[src/hw/rtl/esv_pkg.sv]
package esv_pkg;

    localparam int W     = 32;
    localparam int CNT_W = $clog2(W);

    typedef enum logic [0:0] {
        ALU_MUL = 1'b0,
        ALU_DIV = 1'b1
    } t_alu_op;

    typedef struct packed {
        logic           start;
        t_alu_op        op;
        logic [W-1:0]   a;
        logic [W-1:0]   b;
        logic [W-1:0]   m;
    } t_alu_req;

    typedef struct packed {
        logic           done;
        logic [W-1:0]   res;
        logic [W-1:0]   quo;
    } t_alu_rsp;

    localparam logic [0:0] OP_SIGN   = 1'b0;
    localparam logic [0:0] OP_VERIFY = 1'b1;

    localparam logic [1:0] REG_MODULUS     = 2'd0;
    localparam logic [1:0] REG_GENERATOR   = 2'd1;
    localparam logic [1:0] REG_PUBLIC_KEY  = 2'd2;
    localparam logic [1:0] REG_PRIVATE_KEY = 2'd3;

endpackage

[src/hw/rtl/elgamal_sign_verify_engine_unit.sv]
// channel   dir   handshake              payload
// request   in    i_valid / o_stall      i_op, i_hash_value, i_nonce, i_check_first,
//                                        i_check_second
// result    out   o_valid / i_stall      o_sign_first, o_sign_second, o_valid_res,
//                                        o_nonce_bad
// config    in    i_cfg_valid / o_cfg_ready  i_cfg_index, i_cfg_data
//
// one request at a time; each multiply, reduction or division runs
// on the bit-serial unit in esv_alu; a modexp is one base reduction, then
// a square per exponent bit plus a multiply per set bit; sign adds euclid rounds;
// a refused nonce is reported from the check state or once euclid ends
// reset (synchronous, active low) loads the register defaults and idles
// result held in o_* until taken; o_stall high from accept until it leaves
module elgamal_sign_verify_engine_unit
    import esv_pkg::*;
(
    input  logic         i_clk,
    input  logic         i_rst_n,
    input  logic         i_valid,
    output logic         o_stall,
    input  logic [0:0]   i_op,
    input  logic [W-1:0] i_hash_value,
    input  logic [W-1:0] i_nonce,
    input  logic [W-1:0] i_check_first,
    input  logic [W-1:0] i_check_second,
    output logic         o_valid,
    input  logic         i_stall,
    output logic [W-1:0] o_sign_first,
    output logic [W-1:0] o_sign_second,
    output logic         o_valid_res,
    output logic         o_nonce_bad,
    input  logic         i_cfg_valid,
    output logic         o_cfg_ready,
    input  logic [1:0]   i_cfg_index,
    input  logic [W-1:0] i_cfg_data
);

    typedef enum logic [10:0] {
        S_IDLE     = 11'b00000000001,
        S_CHECK    = 11'b00000000010,
        S_EU_TEST  = 11'b00000000100,
        S_EU_DIV   = 11'b00000001000,
        S_EU_MUL   = 11'b00000010000,
        S_POW_BASE = 11'b00000100000,
        S_POW_STEP = 11'b00001000000,
        S_POW_MUL  = 11'b00010000000,
        S_POW_SQR  = 11'b00100000000,
        S_RED      = 11'b01000000000,
        S_DONE     = 11'b10000000000
    } t_state;

    // which modexp is running, selects where it returns
    typedef enum logic [1:0] {
        POW_S1  = 2'd0,
        POW_V1  = 2'd1,
        POW_V2A = 2'd2,
        POW_V2B = 2'd3
    } t_pow_sel;

    // steps of the sign tail, the last verify mult uses the last code
    typedef enum logic [2:0] {
        RED_HM  = 3'd0,
        RED_DM  = 3'd1,
        RED_S1  = 3'd2,
        RED_T   = 3'd3,
        RED_S2  = 3'd4,
        RED_FIN = 3'd5
    } t_red_step;

    localparam logic [W-1:0] ONE = W'(1);

    t_state       r_state;
    t_pow_sel     r_pow_sel;
    t_red_step    r_red;
    logic         r_issued;

    // configuration registers
    logic [W-1:0] r_cfg_p;
    logic [W-1:0] r_cfg_g;
    logic [W-1:0] r_cfg_e2;
    logic [W-1:0] r_cfg_d;

    // request fields
    logic [0:0]   r_op;
    logic [W-1:0] r_h;
    logic [W-1:0] r_r;
    logic [W-1:0] r_c1;
    logic [W-1:0] r_c2;

    // working registers
    logic [W-1:0] r_n;
    logic [W-1:0] r_r0;
    logic [W-1:0] r_r1;
    logic [W-1:0] r_c0;
    logic [W-1:0] r_cc1;
    logic [W-1:0] r_q;
    logic [W-1:0] r_rt;
    logic [W-1:0] r_pbase;
    logic [W-1:0] r_pexp;
    logic [W-1:0] r_pb;
    logic [W-1:0] r_pacc;
    logic [W-1:0] r_s1;
    logic [W-1:0] r_v1;
    logic [W-1:0] r_v2a;
    logic [W-1:0] r_x;
    logic [W-1:0] r_y;
    logic [W-1:0] r_tmp;

    // result register
    logic [W-1:0] r_o_first;
    logic [W-1:0] r_o_second;
    logic         r_o_valid_res;
    logic         r_o_bad;

    t_alu_req     alu_req;
    t_alu_rsp     alu_rsp;
    logic         uses_alu;
    logic [W-1:0] n_sub;
    logic [W:0]   sub_wide;

    esv_alu u_alu (
        .i_clk   (i_clk),
        .i_rst_n (i_rst_n),
        .i_req   (alu_req),
        .o_rsp   (alu_rsp)
    );

    // operand select for the shared unit
    always_comb begin
        alu_req.op = ALU_MUL;
        alu_req.a  = ONE;
        alu_req.b  = '0;
        alu_req.m  = r_n;
        uses_alu   = 1'b1;
        unique case (r_state)
            S_EU_DIV: begin
                alu_req.op = ALU_DIV;
                alu_req.b  = r_r0;
                alu_req.m  = r_r1;
            end
            S_EU_MUL: begin
                alu_req.a = r_cc1;
                alu_req.b = r_q;
            end
            S_POW_BASE: begin
                alu_req.b = r_pbase;
                alu_req.m = r_cfg_p;
            end
            S_POW_MUL: begin
                alu_req.a = r_pacc;
                alu_req.b = r_pb;
                alu_req.m = r_cfg_p;
            end
            S_POW_SQR: begin
                alu_req.a = r_pb;
                alu_req.b = r_pb;
                alu_req.m = r_cfg_p;
            end
            S_RED: begin
                case (r_red)
                    RED_HM:  alu_req.b = r_h;
                    RED_DM:  alu_req.b = r_cfg_d;
                    RED_S1:  alu_req.b = r_s1;
                    RED_T: begin
                        alu_req.a = r_y;
                        alu_req.b = r_tmp;
                    end
                    RED_S2: begin
                        alu_req.a = r_tmp;
                        alu_req.b = r_c0;
                    end
                    default: begin
                        alu_req.a = r_v2a;
                        alu_req.b = r_pacc;
                        alu_req.m = r_cfg_p;
                    end
                endcase
            end
            default: uses_alu = 1'b0;
        endcase
        alu_req.start = uses_alu && !r_issued;
    end

    // (minuend - product) mod n, both operands below n
    always_comb begin
        logic [W-1:0] minuend;
        minuend = (r_state == S_EU_MUL) ? r_c0 : r_x;
        if (minuend >= alu_rsp.res) begin
            sub_wide = {1'b0, minuend} - {1'b0, alu_rsp.res};
        end else begin
            sub_wide = {1'b0, minuend} + {1'b0, r_n} - {1'b0, alu_rsp.res};
        end
        n_sub = sub_wide[W-1:0];
    end

    // configuration writes
    always_ff @(posedge i_clk) begin
        if (!i_rst_n) begin
            r_cfg_p  <= W'(3);
            r_cfg_g  <= W'(2);
            r_cfg_e2 <= W'(1);
            r_cfg_d  <= W'(1);
        end else if (i_cfg_valid) begin
            unique case (i_cfg_index)
                REG_MODULUS:     r_cfg_p  <= i_cfg_data;
                REG_GENERATOR:   r_cfg_g  <= i_cfg_data;
                REG_PUBLIC_KEY:  r_cfg_e2 <= i_cfg_data;
                REG_PRIVATE_KEY: r_cfg_d  <= i_cfg_data;
                default: ;
            endcase
        end
    end

    // sequencer
    always_ff @(posedge i_clk) begin
        if (!i_rst_n) begin
            r_state   <= S_IDLE;
            r_issued  <= 1'b0;
            r_pow_sel <= POW_S1;
            r_red     <= RED_HM;
        end else begin
            if (alu_req.start) begin
                r_issued <= 1'b1;
            end
            if (alu_rsp.done) begin
                r_issued <= 1'b0;
            end
            unique case (r_state)
                S_IDLE: begin
                    if (i_valid) begin
                        r_state <= S_CHECK;
                    end
                end
                S_CHECK: begin
                    if (r_cfg_p < W'(3)) begin
                        r_state <= S_DONE;
                    end else if (r_op == OP_SIGN) begin
                        if ((r_r == '0) || (r_r >= r_cfg_p - ONE)) begin
                            r_state <= S_DONE;
                        end else begin
                            r_state <= S_EU_TEST;
                        end
                    end else begin
                        r_pow_sel <= POW_V1;
                        r_state   <= S_POW_BASE;
                    end
                end
                S_EU_TEST: begin
                    if (r_r1 == '0) begin
                        if (r_r0 != ONE) begin
                            // nonce shares a factor with p-1
                            r_state <= S_DONE;
                        end else begin
                            r_pow_sel <= POW_S1;
                            r_state   <= S_POW_BASE;
                        end
                    end else begin
                        r_state <= S_EU_DIV;
                    end
                end
                S_EU_DIV: begin
                    if (alu_rsp.done) begin
                        r_state <= S_EU_MUL;
                    end
                end
                S_EU_MUL: begin
                    if (alu_rsp.done) begin
                        r_state <= S_EU_TEST;
                    end
                end
                S_POW_BASE: begin
                    if (alu_rsp.done) begin
                        r_state <= S_POW_STEP;
                    end
                end
                S_POW_STEP: begin
                    if (r_pexp == '0) begin
                        unique case (r_pow_sel)
                            POW_S1: begin
                                r_red   <= RED_HM;
                                r_state <= S_RED;
                            end
                            POW_V1: begin
                                r_pow_sel <= POW_V2A;
                                r_state   <= S_POW_BASE;
                            end
                            POW_V2A: begin
                                r_pow_sel <= POW_V2B;
                                r_state   <= S_POW_BASE;
                            end
                            default: begin
                                r_red   <= RED_FIN;
                                r_state <= S_RED;
                            end
                        endcase
                    end else if (r_pexp[0]) begin
                        r_state <= S_POW_MUL;
                    end else begin
                        r_state <= S_POW_SQR;
                    end
                end
                S_POW_MUL: begin
                    if (alu_rsp.done) begin
                        r_state <= S_POW_SQR;
                    end
                end
                S_POW_SQR: begin
                    if (alu_rsp.done) begin
                        r_state <= S_POW_STEP;
                    end
                end
                S_RED: begin
                    if (alu_rsp.done) begin
                        case (r_red)
                            RED_HM:  r_red <= RED_DM;
                            RED_DM:  r_red <= RED_S1;
                            RED_S1:  r_red <= RED_T;
                            RED_T:   r_red <= RED_S2;
                            default: r_state <= S_DONE;
                        endcase
                    end
                end
                S_DONE: begin
                    if (!i_stall) begin
                        r_state <= S_IDLE;
                    end
                end
                default: r_state <= S_IDLE;
            endcase
        end
    end

    // datapath registers
    always_ff @(posedge i_clk) begin
        unique case (r_state)
            S_IDLE: begin
                if (i_valid) begin
                    r_op          <= i_op;
                    r_h           <= i_hash_value;
                    r_r           <= i_nonce;
                    r_c1          <= i_check_first;
                    r_c2          <= i_check_second;
                    r_o_first     <= '0;
                    r_o_second    <= '0;
                    r_o_valid_res <= 1'b0;
                end
            end
            S_CHECK: begin
                r_n   <= r_cfg_p - ONE;
                r_r0  <= r_cfg_p - ONE;
                r_r1  <= r_r;
                r_c0  <= '0;
                r_cc1 <= ONE;
                // first modexp of a verify is g^h
                r_pbase <= r_cfg_g;
                r_pexp  <= r_h;
            end
            S_EU_TEST: begin
                r_pbase <= r_cfg_g;
                r_pexp  <= r_r;
            end
            S_EU_DIV: begin
                if (alu_rsp.done) begin
                    r_q  <= alu_rsp.quo;
                    r_rt <= alu_rsp.res;
                end
            end
            S_EU_MUL: begin
                if (alu_rsp.done) begin
                    r_r0  <= r_r1;
                    r_r1  <= r_rt;
                    r_c0  <= r_cc1;
                    r_cc1 <= n_sub;
                end
            end
            S_POW_BASE: begin
                if (alu_rsp.done) begin
                    r_pb   <= alu_rsp.res;
                    r_pacc <= ONE;
                end
            end
            S_POW_STEP: begin
                if (r_pexp == '0) begin
                    unique case (r_pow_sel)
                        POW_S1: r_s1 <= r_pacc;
                        POW_V1: begin
                            r_v1    <= r_pacc;
                            r_pbase <= r_cfg_e2;
                            r_pexp  <= r_c1;
                        end
                        POW_V2A: begin
                            r_v2a   <= r_pacc;
                            r_pbase <= r_c1;
                            r_pexp  <= r_c2;
                        end
                        default: ;
                    endcase
                end
            end
            S_POW_MUL: begin
                if (alu_rsp.done) begin
                    r_pacc <= alu_rsp.res;
                end
            end
            S_POW_SQR: begin
                if (alu_rsp.done) begin
                    r_pb   <= alu_rsp.res;
                    r_pexp <= {1'b0, r_pexp[W-1:1]};
                end
            end
            S_RED: begin
                if (alu_rsp.done) begin
                    case (r_red)
                        RED_HM:  r_x   <= alu_rsp.res;
                        RED_DM:  r_y   <= alu_rsp.res;
                        RED_S1:  r_tmp <= alu_rsp.res;
                        RED_T:   r_tmp <= n_sub;
                        RED_S2: begin
                            r_o_first  <= r_s1;
                            r_o_second <= alu_rsp.res;
                        end
                        default: r_o_valid_res <= (alu_rsp.res == r_v1);
                    endcase
                end
            end
            default: ;
        endcase
    end

    always_ff @(posedge i_clk) begin
        if (r_state == S_IDLE && i_valid) begin
            r_o_bad <= 1'b0;
        end else if (r_state == S_CHECK && r_cfg_p < W'(3)) begin
            r_o_bad <= (r_op == OP_SIGN);
        end else if (r_state == S_CHECK && r_op == OP_SIGN
                     && ((r_r == '0) || (r_r >= r_cfg_p - ONE))) begin
            r_o_bad <= 1'b1;
        end else if (r_state == S_EU_TEST && r_r1 == '0 && r_r0 != ONE) begin
            r_o_bad <= 1'b1;
        end
    end

    assign o_stall       = (r_state != S_IDLE);
    assign o_valid       = (r_state == S_DONE);
    assign o_sign_first  = r_o_first;
    assign o_sign_second = r_o_second;
    assign o_valid_res   = r_o_valid_res;
    assign o_nonce_bad   = r_o_bad;
    assign o_cfg_ready   = 1'b1;

endmodule

[src/hw/rtl/esv_alu.sv]
// bit-serial shared unit: a*b mod m (a < m) or b / m, one bit of b per cycle
module esv_alu
    import esv_pkg::*;
(
    input  logic     i_clk,
    input  logic     i_rst_n,
    input  t_alu_req i_req,
    output t_alu_rsp o_rsp
);

    logic [W+1:0]     r_acc;
    logic [W-1:0]     r_a;
    logic [W-1:0]     r_b;
    logic [W-1:0]     r_m;
    logic [W-1:0]     r_q;
    logic [CNT_W-1:0] r_cnt;
    logic             r_busy;
    logic             r_done;
    t_alu_op          r_op;

    logic             step_bit;
    logic [W+1:0]     t0;
    logic [W+1:0]     t1;
    logic [W+1:0]     n_acc;
    logic             ge1;
    logic             ge2;

    always_comb begin
        step_bit = r_b[W-1];
        if (r_op == ALU_MUL) begin
            t0 = {r_acc[W:0], 1'b0} + (step_bit ? {2'b00, r_a} : '0);
        end else begin
            t0 = {r_acc[W:0], step_bit};
        end
        ge1 = (t0 >= {2'b00, r_m});
        t1  = ge1 ? (t0 - {2'b00, r_m}) : t0;
        // shift-add can reach almost 3m, so a second subtract may be needed
        ge2 = (t1 >= {2'b00, r_m});
        n_acc = ((r_op == ALU_MUL) && ge2) ? (t1 - {2'b00, r_m}) : t1;
    end

    always_ff @(posedge i_clk) begin
        if (!i_rst_n) begin
            r_busy <= 1'b0;
            r_done <= 1'b0;
            r_cnt  <= '0;
        end else begin
            r_done <= 1'b0;
            if (i_req.start && !r_busy) begin
                r_busy <= 1'b1;
                r_cnt  <= '0;
            end else if (r_busy) begin
                r_cnt <= r_cnt + 1'b1;
                if (r_cnt == CNT_W'(W - 1)) begin
                    r_busy <= 1'b0;
                    r_done <= 1'b1;
                end
            end
        end
    end

    always_ff @(posedge i_clk) begin
        if (i_req.start && !r_busy) begin
            r_acc <= '0;
            r_q   <= '0;
            r_a   <= i_req.a;
            r_b   <= i_req.b;
            r_m   <= i_req.m;
            r_op  <= i_req.op;
        end else if (r_busy) begin
            r_acc <= n_acc;
            r_b   <= {r_b[W-2:0], 1'b0};
            r_q   <= {r_q[W-2:0], ge1};
        end
    end

    assign o_rsp.done = r_done;
    assign o_rsp.res  = r_acc[W-1:0];
    assign o_rsp.quo  = r_q;

endmodule

[config.mk]
export PLATFORM = sky130hd
export DESIGN_NAME = elgamal_sign_verify_engine_unit
export DESIGN_NICKNAME = d
export VERILOG_FILES = /design/src/hw/rtl/esv_pkg.sv /design/src/hw/rtl/elgamal_sign_verify_engine_unit.sv /design/src/hw/rtl/esv_alu.sv
export SDC_FILE = /design/constraint.sdc
export NUM_CORES = 2
export LEC_CHECK = 0
export ABC_AREA = 1
export BUFFER_PORTS_ARGS = -buffer_cell sky130_fd_sc_hd__buf_2
export CORE_AREA = 2 2 353 355
export DETAILED_ROUTE_END_ITERATION = 7
export DIE_AREA = 0 0 355 357
export RECOVER_POWER = 100
export SLEW_MARGIN = 20
export SYNTH_ARGS = -nofsm -noshare
export SYNTH_HDL_FRONTEND = slang
export SYNTH_SLANG_ARGS = --single-unit
[constraint.sdc]
create_clock -name i_clk -period 9.8 [get_ports i_clk]
set_input_delay 1.47 -clock i_clk [delete_from_list [all_inputs] [get_ports i_clk]]
set_output_delay 1.47 -clock i_clk [all_outputs]
set_load 0.02 [all_outputs]
==> flow_metrics.py <==
metrics = {
    "status": {
        "outcome": "finished with violations",
        "violations": "max-capacitance violations, max-slew violations",
    },
    "floorplanning": {
        "die_y_um": 357,
        "die_w_um": 355,
        "core_area_um2": 123000,
        "die_area_um2": 127000,
        "initial_core_util": 0.448,
        "pin_count": 237,
        "rows": 129,
    },
    "logic_synthesis": {
        "synth_edf_count": 835,
        "synth_area_um2": 55100,
        "synth_most_common_cell": "nand2_1",
        "synthTopCellsByCount": "nand2_1 (1164), edfxtp_1 (835), inv_1 (832)",
        "avgSynthCellArea_um2": 9.19,
        "synth_seq_cells": 1053,
        "synth_flop_cell": "edfxtp_1",
        "synth_mux_area_frac": 0.000363,
        "synth_cell_types": 72,
        "ys_seq_area_frac": 0.534,
        "synth-compound-area-share": 0.141,
        "async_reset_ff_frac": 0,
        "synth_area_leaders": "edfxtp_1 (45%), nand2_1 (7.9%), dfxtp_1 (7.9%), inv_1 (5.7%), ha_1 (4.5%)",
        "synth.net_count": 6401,
        "synth_xor_area_frac": 0.0256,
        "netlist.area_leader.share": 0.455,
        "synth_top_family_by_area": "simple AND/OR/NAND/NOR gates",
        "synthCells": 6001,
        "yosys_warnings": 0,
        "synth_top_cell_by_area": "edfxtp_1",
        "synthSimpleGateAreaFrac": 0.166,
        "synth_adder_area_share": 0.0574,
    },
    "finish": {
        "nets": 6616,
        "regMostFlops": "u_alu.r_acc",
        "area_growth_pct": 11.6,
        "largest_reg_flops": 33,
        "final_cell_area_um2": 61500,
        "fill_cells": 11700,
        "drive_gt1_frac": 0.0702,
    },
    "worst_setup_path": {
        "cp_num_buf_inv": 9,
        "critPathArrivalTime_ns": 9.69,
        "worstPathCellList": "nor2_1 -> clkinv_1 -> nor2_1 -> clkinv_1 -> nor2_1 -> inv_1 -> nor2_4 -> clkbuf_1 -> clkinv_2 -> clkbuf_1 -> nand2_1 -> o21ai_1 -> ha_1 -> inv_1 -> nor3_1 -> nand2_1 -> nor3_1 -> nand4_1 -> nand3_1 -> inv_1 -> buf_4 -> o21ai_0 -> o21ai_0",
        "critPathCaptureType": "flop",
        "startpoint_type": "flop",
        "crit_path_max_fanout": 43,
        "required_ns": 10.26,
        "worst-setup-path-type": "flop to flop",
        "critical-path-top-delay-family": "buffers and inverters",
        "crit_path_top_delay_cell": "clkbuf_1",
        "worst_path_largest_cell_delay_ns": 1.72,
    },
    "timing": {
        "rsz0062_at_grt": "no",
        "finClkSkew_ns": 0.0440,
        "setup_viol": 0,
        "layout_min_cycle_time_ns": 9.23,
        "hold_violations": 0,
        "fin_tns_setup_ns": 0,
        "drv_slew": 1801,
        "fmax_ghz": 0.108,
        "relSlewSlack": -2.05,
        "worst_pin_slew_ns": 4.58,
        "post-route-period-util": 0.942,
    },
    "grt": {
        "use_met1": 0.474,
        "grt_max_degree": 75,
        "grt.met2_usage": 0.520,
        "antenna_found_initial": 17,
        "grt_pass1_wl_um": 314000,
        "grt_pass1_vias": 43700,
        "use_met3": 0.0718,
        "gr-total-overflow": 0,
        "grt.busiest_layer": "met2",
        "grt_usage": 0.344,
    },
    "clock_tree": {
        "cts_resized": 0,
        "cts_tree": "done",
        "numCtsBuffers": 111,
        "hold_buffers": 0,
        "insertion_delay_ns": 0.74,
        "cts_setup_buffers": 0,
        "path_clk_slew_ns": 0.06,
        "htreeDepth": 3,
        "numClockSinks": 1053,
        "cts.path.max_buffers": 3,
        "root_buffer": "clkbuf_16",
    },
    "placed_design": {
        "placed_area_um2": 58300,
        "place_congestion": 1.03,
        "portBuffers": 235,
        "dpl.hpwl_um": 170000,
    },
    "detailed_routing": {
        "ant_nets": 0,
        "routedWlPerCell_um": 28.1,
        "first_iter_violations": 6544,
        "num_vias": 47100,
        "vias_per_cell": 5.93,
        "wirelength_um": 223000,
        "drtPass1Iterations": 6,
        "drc": 0,
    },
    "job": {
        "maxCapViolCount": 43,
    },
    "hold_path": {
        "hp-class": "flop to flop",
    },
    "power": {
        "ir_drop_mv": 0.165,
        "leakagePower_nw": 25.2,
        "powerDensity_nw_per_um2": 239,
        "power_w": 0.0147,
    },
}
## cells in the final DEF (no fill, tap or decap), types with 52 or more instances in the layout
| master | instances |
|---|---|
| clkbuf_1 | 166 |
| nand2_1 | 1162 |
| nor2_1 | 615 |
| o21ai_0 | 409 |
| a21oi_1 | 297 |
| buf_2 | 155 |
| xnor2_1 | 70 |
| inv_1 | 833 |
| clkbuf_16 | 114 |
| nor3_1 | 52 |
| o22ai_1 | 67 |
| dfxtp_1 | 217 |
| xor2_1 | 91 |
| a221oi_1 | 125 |
| nand3_1 | 219 |
| o211ai_1 | 57 |
| edfxtp_1 | 835 |
| ha_1 | 197 |
## per-stage QoR
step | worst slack [ns] | utilization | hold slack, ns | cells
after floorplan | 2.35 | - | 0.409 | 6001
after global placement | 1.33 | 0.474 | 0.416 | 7740
after detailed placement | 1.25 | 0.474 | 0.422 | 7740
after CTS | 1.21 | 0.504 | 0.438 | 7947
after global routing | 0.106 | 0.500 | 0.444 | 7947
final | 0.569 | 0.500 | 0.446 | 7949
## cell type report
cell class	instances	area [µm²]	share of cell area
inverters	849	3190	0.0519
clock buffers	149	3070	0.0499
multi-input cells	3866	21600	0.351
flip-flops and latches	1053	29400	0.479
diodes	2	5.00	0.0000814
well taps	1637	2050	0.0333
repair buffers	335	1590	0.0259
clock inverters	58	559	0.00909
## power by group
part / leakage, nW / switching [W] / internal, W
clock: 1.76 / 0.00191 / 0.00235
combinational: 14.1 / 0.00336 / 0.00136
sequential: 9.35 / 0.000331 / 0.00540
total: 25.2 / 0.00560 / 0.00911
## final timing paths
check,startpoint,endpoint,slack [ns],cells past startpoint
max reg2reg,r_state[3],r_tmp[15],0.57,23
min,u_alu.r_q[31],r_q[31],0.45,0
max,r_state[3],r_tmp[15],0.57,23
min reg2reg,u_alu.r_q[31],r_q[31],0.45,0
## logic make-up (layout without fill, tap and decap cells)
kind of cell / Yosys count / in the layout
AOI/OAI and AO/OA: 1253 / 1253
xor gates and xnor gates: 161 / 161
adders and majority gates: 232 / 232
buffers and inverters: 1082 / 1391
DFF: 1053 / 1053
muxes: 2 / 2
other: 1 / 3
and+or+nand+nor: 2217 / 2217
## per-layer routing
layer  vias to the layer above  part of all wire
met2                      2893              0.43
met3                       505              0.11
met5                         -            0.0013
met1                     22700              0.41
met4                        20             0.056
li1                      21000                 -
Power figures use the tool's default switching activity.
